$ cat src/hw/rtl/hms_pkg.sv
// ---------------------------------------------------------------------------
// hms_pkg
// Shared types and constants for the markup stripper: channel words, the
// parse state record and its reset value.
// ---------------------------------------------------------------------------
package hms_pkg;

   typedef enum logic [2:0] {
      MODE_TEXT   = 3'd0,
      MODE_PREFIX = 3'd1,
      MODE_TAG    = 3'd2,
      MODE_CMT    = 3'd3,
      MODE_SEARCH = 3'd4,
      MODE_WAIT   = 3'd5
   } mode_type;

   // candidate bits: comment, style, script
   localparam logic [2:0] CAND_ALL = 3'b111;

   typedef struct packed {
      logic [7:0] char_in;
      logic       fragment_start;
      logic       fragment_end;
   } req_type;

   typedef struct packed {
      logic [7:0] char_out;
      logic       char_valid;
      logic       end_out;
   } rsp_type;

   typedef struct packed {
      mode_type   parse_mode;
      logic [2:0] match_index;
      logic [2:0] prefix_candidates;
      logic       closing_is_script;
      logic       last_was_space;
   } state_type;

   localparam state_type STATE_RESET = '{
      parse_mode:        MODE_TEXT,
      match_index:       3'd0,
      prefix_candidates: CAND_ALL,
      closing_is_script: 1'b0,
      last_was_space:    1'b0
   };

endpackage

$ cat src/hw/rtl/hms_parser.sv
// ---------------------------------------------------------------------------
// hms_parser
// Next-state and output logic for one byte: tag prefix matching, comment
// and closing-tag search, whitespace collapsing.
// ---------------------------------------------------------------------------
module hms_parser
   import hms_pkg::*;
(
   input  state_type state_cur,
   input  req_type   item,
   output state_type state_nxt,
   output rsp_type   rsp
);

   function automatic logic [7:0] lower_byte(input logic [7:0] c);
      lower_byte = (c >= 8'h41 && c <= 8'h5a) ? c + 8'd32 : c;
   endfunction

   function automatic logic is_text_space(input logic [7:0] c);
      is_text_space = (c == 8'h20) || (c >= 8'h09 && c <= 8'h0d);
   endfunction

   function automatic logic is_tag_space(input logic [7:0] c);
      is_tag_space = (c == 8'h20) || (c == 8'h09) || (c == 8'h0a) || (c == 8'h0d);
   endfunction

   function automatic logic [7:0] cmt_char(input logic [2:0] k);
      unique case (k)
         3'd0:    cmt_char = 8'h21;   // !
         3'd1:    cmt_char = 8'h2d;   // -
         3'd2:    cmt_char = 8'h2d;
         default: cmt_char = 8'h00;
      endcase
   endfunction

   function automatic logic [7:0] style_char(input logic [2:0] k);
      unique case (k)
         3'd0:    style_char = 8'h73;   // s
         3'd1:    style_char = 8'h74;   // t
         3'd2:    style_char = 8'h79;   // y
         3'd3:    style_char = 8'h6c;   // l
         3'd4:    style_char = 8'h65;   // e
         default: style_char = 8'h00;
      endcase
   endfunction

   function automatic logic [7:0] script_char(input logic [2:0] k);
      unique case (k)
         3'd0:    script_char = 8'h73;   // s
         3'd1:    script_char = 8'h63;   // c
         3'd2:    script_char = 8'h72;   // r
         3'd3:    script_char = 8'h69;   // i
         3'd4:    script_char = 8'h70;   // p
         3'd5:    script_char = 8'h74;   // t
         default: script_char = 8'h00;
      endcase
   endfunction

   // closing tag is "</" followed by the opening name
   function automatic logic [7:0] close_char(input logic [2:0] k, input logic script);
      if (k == 3'd0) begin
         close_char = 8'h3c;
      end else if (k == 3'd1) begin
         close_char = 8'h2f;
      end else if (script) begin
         close_char = script_char(k - 3'd2);
      end else begin
         close_char = style_char(k - 3'd2);
      end
   endfunction

   function automatic state_type clear_parse(input state_type s);
      clear_parse                   = STATE_RESET;
      clear_parse.last_was_space    = s.last_was_space;
   endfunction

   state_type  s;
   state_type  nxt;
   logic [7:0] c;
   logic [7:0] lc;
   logic [2:0] k;
   logic [2:0] cand;
   logic [7:0] oc;
   logic       ov;
   logic       close_last;

   always_comb begin
      s          = item.fragment_start ? STATE_RESET : state_cur;
      nxt        = s;
      c          = item.char_in;
      lc         = lower_byte(item.char_in);
      k          = s.match_index;
      cand       = s.prefix_candidates;
      oc         = 8'h00;
      ov         = 1'b0;
      close_last = s.closing_is_script ? (k == 3'd7) : (k == 3'd6);

      unique case (s.parse_mode)
         MODE_TEXT: begin
            if (c == 8'h3c) begin
               nxt.parse_mode        = MODE_PREFIX;
               nxt.match_index       = 3'd0;
               nxt.prefix_candidates = CAND_ALL;
            end else if (is_text_space(c)) begin
               if (!s.last_was_space) begin
                  nxt.last_was_space = 1'b1;
                  oc                 = 8'h20;
                  ov                 = 1'b1;
               end
            end else begin
               oc                 = c;
               ov                 = 1'b1;
               nxt.last_was_space = 1'b0;
            end
         end
         MODE_PREFIX: begin
            // leading whitespace after the opening bracket is skipped
            if (!(k == 3'd0 && is_tag_space(c))) begin
               if (cand[0] && !(k < 3'd3 && cmt_char(k) == c)) begin
                  cand[0] = 1'b0;
               end
               if (cand[1] && !(k < 3'd5 && style_char(k) == lc)) begin
                  cand[1] = 1'b0;
               end
               if (cand[2] && !(k < 3'd6 && script_char(k) == lc)) begin
                  cand[2] = 1'b0;
               end
               nxt.prefix_candidates = cand;
               priority if (cand[0] && k == 3'd2) begin
                  nxt.parse_mode  = MODE_CMT;
                  nxt.match_index = 3'd0;
               end else if (cand[1] && k == 3'd4) begin
                  nxt.parse_mode        = MODE_SEARCH;
                  nxt.closing_is_script = 1'b0;
                  nxt.match_index       = 3'd0;
               end else if (cand[2] && k == 3'd5) begin
                  nxt.parse_mode        = MODE_SEARCH;
                  nxt.closing_is_script = 1'b1;
                  nxt.match_index       = 3'd0;
               end else if (cand == 3'b000) begin
                  nxt.parse_mode  = (c == 8'h3e) ? MODE_TEXT : MODE_TAG;
                  nxt.match_index = 3'd0;
               end else begin
                  nxt.match_index = k + 3'd1;
               end
            end
         end
         MODE_TAG, MODE_WAIT: begin
            if (c == 8'h3e) begin
               nxt = clear_parse(s);
            end
         end
         MODE_CMT: begin
            if (c == 8'h2d) begin
               if (k < 3'd2) begin
                  nxt.match_index = k + 3'd1;
               end
            end else if (c == 8'h3e && k >= 3'd2) begin
               nxt = clear_parse(s);
            end else begin
               nxt.match_index = 3'd0;
            end
         end
         MODE_SEARCH: begin
            if (lc == close_char(k, s.closing_is_script)) begin
               if (close_last) begin
                  nxt.parse_mode  = MODE_WAIT;
                  nxt.match_index = 3'd0;
               end else begin
                  nxt.match_index = k + 3'd1;
               end
            end else begin
               // a fresh bracket may begin the closing tag again
               nxt.match_index = (c == 8'h3c) ? 3'd1 : 3'd0;
            end
         end
         default: begin
            nxt = clear_parse(s);
         end
      endcase

      if (item.fragment_end) begin
         nxt = STATE_RESET;
      end
   end

   assign state_nxt      = nxt;
   assign rsp.char_out   = oc;
   assign rsp.char_valid = ov;
   assign rsp.end_out    = item.fragment_end;

endmodule

$ cat src/hw/rtl/html_markup_stripper.sv
// ---------------------------------------------------------------------------
// html_markup_stripper
// Streaming markup remover: one byte in, one result word out per byte.
//
// The req_ channel takes one byte of text with fragment start and end flags.
// Every accepted byte yields exactly one rsp_ word: the kept byte with
// char_valid set, or char_valid clear when the byte was markup or a
// repeated blank, plus an echo of the fragment end flag.
// A byte sits in the input register, is parsed on its way to the
// result register, and appears on rsp_valid once that register loads.
// The parse state is a handful of flops updated once per byte through a
// short compare network, so one byte is taken every cycle while rsp_stall is low.
// When rsp_stall is high the result word holds and the input register
// still fills once; req_stall then rises until the result is taken.
// Synchronous reset empties both registers and returns the parser to plain
// text with no pending blank; a fragment boundary does the same for the
// parse state.
// ---------------------------------------------------------------------------
module html_markup_stripper
   import hms_pkg::*;
(
   input  logic    clock,
   input  logic    reset,
   input  logic    req_valid,
   output logic    req_stall,
   input  req_type req_data,
   output logic    rsp_valid,
   input  logic    rsp_stall,
   output rsp_type rsp_data
);

   logic      in_vld_ff;
   logic      in_vld_in;
   req_type   in_data_ff;
   logic      out_vld_ff;
   logic      out_vld_in;
   rsp_type   out_data_ff;
   state_type state_ff;
   state_type state_in;
   rsp_type   rsp_calc;
   logic      out_load;
   logic      advance;
   logic      req_take;

   hms_parser u_parser (
      .state_cur (state_ff),
      .item      (in_data_ff),
      .state_nxt (state_in),
      .rsp       (rsp_calc)
   );

   assign out_load  = !out_vld_ff || !rsp_stall;
   assign advance   = in_vld_ff && out_load;
   assign req_stall = in_vld_ff && !out_load;
   assign req_take  = req_valid && !req_stall;

   assign in_vld_in  = req_take || (in_vld_ff && !advance);
   assign out_vld_in = advance || (out_vld_ff && rsp_stall);

   always_ff @(posedge clock) begin
      if (reset) begin
         in_vld_ff  <= 1'b0;
         out_vld_ff <= 1'b0;
         state_ff   <= STATE_RESET;
      end else begin
         in_vld_ff  <= in_vld_in;
         out_vld_ff <= out_vld_in;
         if (advance) begin
            state_ff <= state_in;
         end
      end
   end

   always_ff @(posedge clock) begin
      if (req_take) begin
         in_data_ff <= req_data;
      end
      if (advance) begin
         out_data_ff <= rsp_calc;
      end
   end

   assign rsp_valid = out_vld_ff;
   assign rsp_data  = out_data_ff;

   a_drop_blank: assert property (@(posedge clock) disable iff (reset)
      rsp_valid && !rsp_data.char_valid |-> rsp_data.char_out == 8'h00)
      else $error("dropped word carries a byte");

   a_frag_end_clears: assert property (@(posedge clock) disable iff (reset)
      advance && in_data_ff.fragment_end |=> state_ff == STATE_RESET)
      else $error("state not cleared after fragment end");

   a_text_index: assert property (@(posedge clock) disable iff (reset)
      state_ff.parse_mode == MODE_TEXT |-> state_ff.match_index == 3'd0)
      else $error("match index left over in plain text");

   a_cmt_dashes: assert property (@(posedge clock) disable iff (reset)
      state_ff.parse_mode == MODE_CMT |-> state_ff.match_index <= 3'd2)
      else $error("comment dash count out of range");

   a_prefix_cand: assert property (@(posedge clock) disable iff (reset)
      state_ff.parse_mode == MODE_PREFIX |-> state_ff.prefix_candidates != 3'b000)
      else $error("prefix mode with no candidate left");

   a_advance_out: assert property (@(posedge clock) disable iff (reset)
      advance |=> rsp_valid)
      else $error("parsed byte lost before result register");

endmodule

$ cat config.mk
export PLATFORM = sky130hd
export DESIGN_NAME = html_markup_stripper
export DESIGN_NICKNAME = d
export VERILOG_FILES = /design/src/hw/rtl/hms_pkg.sv /design/src/hw/rtl/hms_parser.sv /design/src/hw/rtl/html_markup_stripper.sv
export SDC_FILE = /design/constraint.sdc
export NUM_CORES = 1
export LEC_CHECK = 0
export ABC_AREA = 1
export BUFFER_PORTS_ARGS = -buffer_cell sky130_fd_sc_hd__buf_2
export CAP_MARGIN = 5
export CORE_AREA = 2 2 77 79
export DETAILED_ROUTE_END_ITERATION = 10
export DIE_AREA = 0 0 79 81
export HOLD_SLACK_MARGIN = 0.06
export PLACE_DENSITY_LB_ADDON = 0.25
export SLEW_MARGIN = 20
export SYNTH_ARGS = -nofsm -noshare
export SYNTH_HDL_FRONTEND = slang
export SYNTH_HIERARCHICAL = 1
export SYNTH_SLANG_ARGS = --single-unit
$ cat constraint.sdc
create_clock -name clock -period 5.7 [get_ports clock]
set_input_delay 0.285 -clock clock [delete_from_list [all_inputs] [get_ports clock]]
set_output_delay 0.285 -clock clock [all_outputs]
set_load 0.01 [all_outputs]
# [Word level (Yosys, flattened, before mapping)]
# Index checks and enable logic that the tools add are counted.
[totals] rom_bits=0 latchBits=0 register_bits=33 mem_count=0 elab_cells=156 mem_bits_rw=0
[op_classes] eq_ne=28 mux=61 div_mod_pow=0 order_cmp=9 shifts=0 n_mul=0 bitwise_logic=1 n_reduce_logical=41 n_addsub=3
[ops] operator="$mux W8" count=12
[ops] operator="$pmux W7 S6" count=2
[ops] operator="$pmux W7 S5" count=2
[ops] operator="$mux W11" count=3
[ops] operator="$eq A8 B6 Y1 const B" count=4
[ops] operator="$eq A8 B8 Y1" count=4
[ops] operator="$mux W3" count=10
[ops] operator="$pmux W6 S5" count=1
[ops] operator="$eq A3 B3 Y1 const B" count=8
[ops] operator="$eq A8 B4 Y1 const B" count=3
[ops] operator="$mux W6" count=4
[ops] operator="$eq A3 B2 Y1 const B" count=6
[ops] operator="$logic_and A1 B1 Y1" count=18
[ops] operator="$mux W1" count=18
[ops] operator="$pmux W3 S5" count=1
[ops] operator="$logic_not A3 Y1" count=4
[ops] operator="$pmux W6 S2" count=1
[ops] operator="$mux W10" count=1
[ops] operator="$mux W5" count=2
[ops] operator="$eq A3 B1 Y1 const B" count=3
[ops] operator="$mux W9" count=1
[ops] operator="$add A8 B6 Y8 const B" count=1
[ops] operator="$ge A8 B4 Y1 const B" count=1
[ops] operator="$ge A8 B7 Y1 const B" count=1
[ops] operator="14 further kinds" count=32

# [Logic depth before layout (Yosys ltp)]
# Gate-level depths: netlist (run 1).
[logic_depth] word_depth=22 ltp_mapped=24

# [By module]
# Netlist (run 1), hierarchy kept.
[modules_own_cells] mod="hms_parser" area_per_inst_um2=2028.2 cells_per_inst=409 instances=1
[modules_own_cells] mod="html_markup_stripper" area_per_inst_um2=1249.9 cells_per_inst=99 instances=1

# [Least setup slack after synthesis (run 1)]
# No wires, ideal clock.
[synth_path] kind="register -> register" startpoint="register in_data_ff[1] (netlist bit)" endpoint="register state_ff[6] (netlist bit)" path_stages_with_launch=24 path_slack_ns=3.010 n_path_buf=2 arrival_time_ns=2.574 path_cell_list="edfxtp_1 buf_6 inv_8 nand2_4 buf_6 nor2_1 ha_1 clkinv_1 a21oi_1 nand2_1 inv_1 nand3_1 nor3_2 nand4_1 nand3_1 nor2_1 nand2_1 nand3_1 nand2_1 inv_1 inv_1 nand3_2 nand2_1 nor2_2"
[synth_lines] element="start: declaration" line_no="html_markup_stripper.sv:34" rtl="req_type in_data_ff;"
[synth_lines] element="start signal: assignment" line_no="html_markup_stripper.sv:76" rtl="in_data_ff <= req_data;"
[synth_lines] element="end signal: assignment" line_no="html_markup_stripper.sv:69" rtl="state_ff <= state_in;"
[synth_lines] element="end: declaration" line_no="html_markup_stripper.sv:38" rtl="state_type state_ff;"

==> results of run 1 <==
==> layer usage <==
metal  global-route usage [%]  share of wire [%]  vias up  wire [um]
met4                    11.38                3.0        0        270
met5                        0                  0        -          0
met1                    38.15                 42     1555       3796
li1                         -                  -     1687          -
met2                    50.93                 47      185       4225
met3                    5.556                8.5       29        773
==> area by class of cell <==
type | instances | area [sq um]
well taps | 75 | 93.84
multi-input cells | 376 | 1951
fillers | 585 | 2212
inverters | 84 | 322.8
flip-flops and latches | 33 | 860.8
repair buffers | 25 | 125.1
clock buffers | 5 | 68.82
clock inverters | 3 | 41.29
==> cells in the mapped netlist (all sizes together) <==
master / instances
nand2: 135
inv: 83
nor2: 75
nand3: 67
a21oi: 27
edfxtp: 20
o21ai: 18
nand4: 15
buf: 13
dfxtp: 13
nor3: 10
ha: 7
o211ai: 4
a31oi: 2
clkbuf: 2
nand3b: 2
o21bai: 2
o31ai: 2
a211oi: 1
a22oi: 1
clkinv: 1
nor3b: 1
o2111ai: 1
o21a: 1
o221ai: 1
o22ai: 1
o32ai: 1
or2: 1
xnor2: 1
==> registers in the layout, summed over array words and instances (netlist names) <==
| name | flops |
|---|---|
| in_vld_ff | 1 |
| state_ff | 11 |
| rsp_data | 10 |
| rsp_valid | 1 |
| in_data_ff | 10 |
==> stage by stage <==
| stage | power, uW | utilization (%) | hold slack, ps |
|---|---|---|---|
| after floorplan | 414.5 | - | 347.4 |
| after global placement | 444.8 | 59.08 | 443.4 |
| after detailed placement | 448.7 | 59.08 | 454.0 |
| after CTS | 668.2 | 61.02 | 162.2 |
| after global routing | 703.6 | 61.02 | 158.7 |
| final | 666.4 | 61.02 | 169.2 |
==> kinds of logic (layout without fill, tap and decap cells) <==
group,after synthesis,count (layout),share of synthesized area [%]
flip-flops,33,33,26.26
AND/OR/NAND/NOR,306,306,45.11
adder cells (fa/ha/maj),7,7,2.672
XOR/XNOR,1,1,0.2672
buffers and inverters,99,117,14.24
AO/OA/AOI/OAI,62,62,11.45
==> path summary, 6_finish.rpt <==
| check | cells past startpoint | startpoint | slack [ps] | to |
|---|---|---|---|---|
| worst max-delay path | 21 | in_data_ff[1] | 2290 | state_ff[9] |
| worst min-delay path | 1 | req_data[9] | 170 | in_data_ff[9] |
| worst max register to register | 21 | in_data_ff[1] | 2290 | state_ff[9] |
| worst min register to register | 2 | state_ff[4] | 470 | state_ff[4] |
==> critical path, cell delays in order (launching register included) <==
cell,delay (ps)
edfxtp_1,640
inv_8,180
nand2_4,130
nor2_1,230
ha_1,240
clkinv_1,220
a21oi_1,210
nand2_1,70
inv_1,50
nand3_1,70
nor3_2,220
nand4_1,300
nand2_1,170
nor2_1,50
nand2_1,60
nand2_1,50
nand2_1,50
a21oi_1,50
inv_1,80
nand3_2,60
nand2_1,100
nor2_2,30
==> layout by cell type, fill, tap and decap left out, types with 2 or more instances in the layout <==
cell type and n:
clkinv_1 2, nor3_1 9, nand2_4 3, a31oi_1 2
nor2_1 58, clkbuf_8 5, o21ai_0 14, dfxtp_1 13
nand2_2 8, buf_2 25, inv_1 77, ha_1 7
o31ai_1 2, a21oi_2 4, nor2_2 15, nand3_1 52
nand3b_1 2, o211ai_1 4, nand2_1 124, nand3_2 14
o21ai_1 3, nor2_4 2, inv_2 5, a21oi_1 23
nand4_1 15, edfxtp_1 20
==> power breakdown <==
group	leakage (uW)	total (uW)	internal [uW]	switching, uW
clock	0.0000518	218	129	89.0
sequential	0.000298	291	270	21.4
combinational	0.00139	158	51.1	107
total	0.00174	666	449	217
==> metrics.txt, run 1 <==
crit path max fanout 12; clock slew seen by the registers of the worst setup and hold paths 70 ps; top cells by area, synth edfxtp_1 (18%), nand2_1 (14%), inv_1 (8.8%); final std cells w/o fill 601; grt total ovfl 0; area leader, netlist edfxtp_1; synthesis warning total 6; status finished clean; largest net degree at the start of global routing 23; die width 79 um; Final WS setup 2294 ps; CTS tree yes; Core ar. 5675 sq um; maxcap violations 0; final worst path period share 59.75%; Clock Sinks 33; Max Slew Vio Count 0; DRT Pass-1 Iters 5; Final TNS setup 0 ps; Layout Skew 7.503 ps; final net count 546; starting density of the core 57.76%; final instance area 3463 sq um; clk root buf clkbuf_8; total track usage 30.03%; std cell rows 28; critical path type reg2reg; final setup violation count 0; drt via density 5.750; WL final 9.066 mm; hold_buf cts 0; global-route wire length before repair 15.24 mm; drt drc 0; post_cts resized 0; achievable clock frequency 0.2936 GHz; H-tree depth 2; Setup crit start kind register; Data arrival, critical path 3580 ps; Yosys cell types 44; Synthesized Nets 529; Tightest Pin Transition 937.9 ps; min Tclk post-route 3406 ps; Buffers on Ports 25; Gate Count Post-Synth 508; post-DP HPWL 6.966 mm; Bufs on Longest Clock Path 2; post-CTS setup buffer count 0; Slew HR 37.38%; number of global-route vias before repair 3,233; final hold vios 0; total placed cells including tap cells 593; Syn Area/Cell 6.453 sq um; Worst Hold Class in2reg; area grow syn2layout 5.649%; P per Cell Area 192.4 nW/um^2; ANT cells 0; leakage power 0.001737 uW; peak supply drop 0.1735 mV; Iter 0 DRT Violations 370; RSZ-0062 raised after global routing no; synthesized flop and latch total 33; dpl cell area 3353 sq um; die area 6399 sq um; Post-DRT Antenna Nets 0; routability congestion estimate 0.9695; share of layout cells above drive strength 1 16.92%; Netlist Area Pre-Place 3278 sq um; die height 81 um; Seq/Total Area, Yosys 26.26%; TritonCTS buffer count 5; top cell type's share of synthesized area 18.32%; Critical Path RT 5880 ps; clock insertion delay at the later pin of the skew report 290 ps; CP Capture Type register; initial antenna violation count 0; Routed WL per cell 15.08 um; pre-CTS setup slack 2415 ps; IO Count 26; Vias 3,456
(Power assumes the default switching activity.)
==> run 2, diff against run 1 <==
--- a/config.mk
+++ b/config.mk
@@ -8,9 +8,9 @@
 export ABC_AREA = 1
 export BUFFER_PORTS_ARGS = -buffer_cell sky130_fd_sc_hd__buf_2
 export CAP_MARGIN = 5
-export CORE_AREA = 2 2 77 79
+export CORE_AREA = 2 2 81 83
 export DETAILED_ROUTE_END_ITERATION = 10
-export DIE_AREA = 0 0 79 81
+export DIE_AREA = 0 0 83 85
 export HOLD_SLACK_MARGIN = 0.06
 export PLACE_DENSITY_LB_ADDON = 0.25
 export SLEW_MARGIN = 20
==> constraint.sdc (replaced) <==
create_clock -name clock -period 3 [get_ports clock]
set_input_delay 0.15 -clock clock [delete_from_list [all_inputs] [get_ports clock]]
set_output_delay 0.15 -clock clock [all_outputs]
set_load 0.01 [all_outputs]
==> run 2 against run 1 <==
Compared with the run above: global-route usage down 0.65 points; flip-flop and latch count unchanged; core utilization grew 3.6 points; first-iteration DRC count grew 22%; wire length up 17%; count of clock-buffer cells in the layout is 1 higher; setup slack worse by 2100 ps; total power up 100%; via count grew 7.7%; combinational power increased by 140%; cell area up 16%; critical path type unchanged.
==> metrics.txt, run 2 (same netlist as run 1, synthesis figures left out) <==
Worst Hold Class in2reg; Vias 3,721; number of global-route vias before repair 3,371; status finished clean; Critical Path RT 3180 ps; final net count 593; CP Capture Type register; Layout Skew 10.90 ps; DRT Pass-1 Iters 7; area of the multi-input gates 2087 sq um; peak supply drop 0.2565 mV; WL final 10.58 mm; IO Count 26; post-DP HPWL 7.637 mm; die height 85 um; CP Buf/Inv Count 5; min Tclk post-route 2834 ps; Final TNS setup 0 ps; leakage power 0.001984 uW; die width 83 um; largest net degree at the start of global routing 23; crit path max fanout 11; area grow syn2layout 22.40%; Max Slew Vio Count 0; Setup crit start kind register; commonest non-fill, non-tap cell in the layout nand2_1; Bufs on Longest Clock Path 2; dpl cell area 3521 sq um; Data arrival, critical path 3020 ps; Buffers on Ports 25; H-tree depth 2; starting density of the core 52.83%; total track usage 29.38%; drt drc 0; share of layout cells above drive strength 1 25.48%; routability congestion estimate 1.040; maxcap violations 0; Iter 0 DRT Violations 453; P per Cell Area 334.9 nW/um^2; Biggest register state_ff; most used cell, CP nand2_1; CTS tree yes; Worst path max stage delay 530 ps; die area 7055 sq um; Post-DRT Antenna Nets 0; critical path type reg2reg; crit-path cells inv_8 > nand2_4 > buf_6 > nand2_4 > buf_6 > nand2_1 > nand2_2 > nand3_2 > nor2_2 > nand3_2 > nor2_4 > nand4_1 > buf_4 > nand2_1 > nor2_1 > nand2_1 > nand2_1 > nand2_1 > a21oi_1 > inv_1 > nand3_2 > nand2_2 > nor2_2; ANT cells 0; std cell rows 29; global-route wire length before repair 16.74 mm; Core ar. 6205 sq um; clk root buf clkbuf_8; clock slew seen by the registers of the worst setup and hold paths 70 ps; Tightest Pin Transition 524.0 ps; final setup violation count 0; Clock Sinks 33; final worst path period share 94.45%; CP top delay family simple AND/OR/NAND/NOR gates; grt total ovfl 0; achievable clock frequency 0.3529 GHz; Routed WL per cell 16.28 um; clock insertion delay at the later pin of the skew report 290 ps; number of fillers in the final layout 553; TritonCTS buffer count 5; most frequent cells in the layout nand2_1 (118), inv_1 (76), nor2_1 (52); drt via density 5.725; Register Area 862.1 sq um; slowest stage cell on the critical path edfxtp_1; Power Total 1344 uW; initial antenna violation count 0; final hold vios 0; final instance area 4013 sq um; max reg flops 11; Slew HR 64.83%; final std cells w/o fill 650; total placed cells including tap cells 617
## run 2: changes by cell type in the layout (fill, tap and decap cells not counted), moves of 6 or more
cell,change
buf_4,+31
dlygate4sd3_1,+11
nand2_1,-6
nor2_1,-6
## run 2: timing repair
action,4_1_cts,5_1_grt
pin swaps,0,9
gates resized for setup,1,36
gates cloned,0,0
setup buffers,1,13
hold buffers,11,0
setup endpoints to repair,5,7
hold endpoints to repair,12,0
## run 2: area by class of cell
| cell class | count | share of cell area (%) |
|---|---|---|
| Sequential cell | 33 | 21.48 |
| Inverter | 84 | 8.138 |
| Tap cell | 77 | 2.401 |
| Clock buffer | 6 | 1.809 |
| Clock inverter | 2 | 0.8731 |
| Multi-Input combinational cell | 376 | 52.01 |
| Timing Repair Buffer | 72 | 13.28 |
## run 2: stage by stage
step	setup WS, ps	hold WS [ps]	util [%]
6_report	166.4	103.4	64.67
5_1_grt	-33.58	116.8	64.67
4_1_cts	2.875	100.0	60.42
3_5_place_dp	-45.92	328.1	56.75
3_3_place_gp	-18.12	326.9	56.75
2_1_floorplan	310.3	212.4	-
## run 2: final timing paths
kind	slack (ps)	startpoint	depth (start not counted)	endpoint
setup / recovery	170	in_data_ff[1]	23	state_ff[9]
hold / removal	100	req_valid	3	in_vld_ff
setup reg to reg	170	in_data_ff[1]	23	state_ff[9]
hold reg to reg	460	state_ff[3]	2	state_ff[3]
## run 2: worst register-to-register path: stages (launching register included)
cell and delay (ps):
edfxtp_1 530, inv_8 160, nand2_4 70, buf_6 160
nand2_4 120, buf_6 130, nand2_1 60, nand2_2 80
nand3_2 80, nor2_2 120, nand3_2 100, nor2_4 130
nand4_1 210, buf_4 210, nand2_1 60, nor2_1 40
nand2_1 70, nand2_1 40, nand2_1 50, a21oi_1 50
inv_1 80, nand3_2 70, nand2_2 90, nor2_2 30
## run 2: routing by layer
layer  GRT usage, %  vias to the layer above  part of all wire [%]
met5              0                        -                     0
li1               -                     1784                     -
met4          12.67                        0                   4.8
met1          37.73                     1659                    40
met3          4.280                       56                   8.8
met2          49.49                      222                    46
## run 2: where the power goes
part           switching [uW]  internal [uW]
sequential               29.1            512
clock                     173            247
combinational             243            140
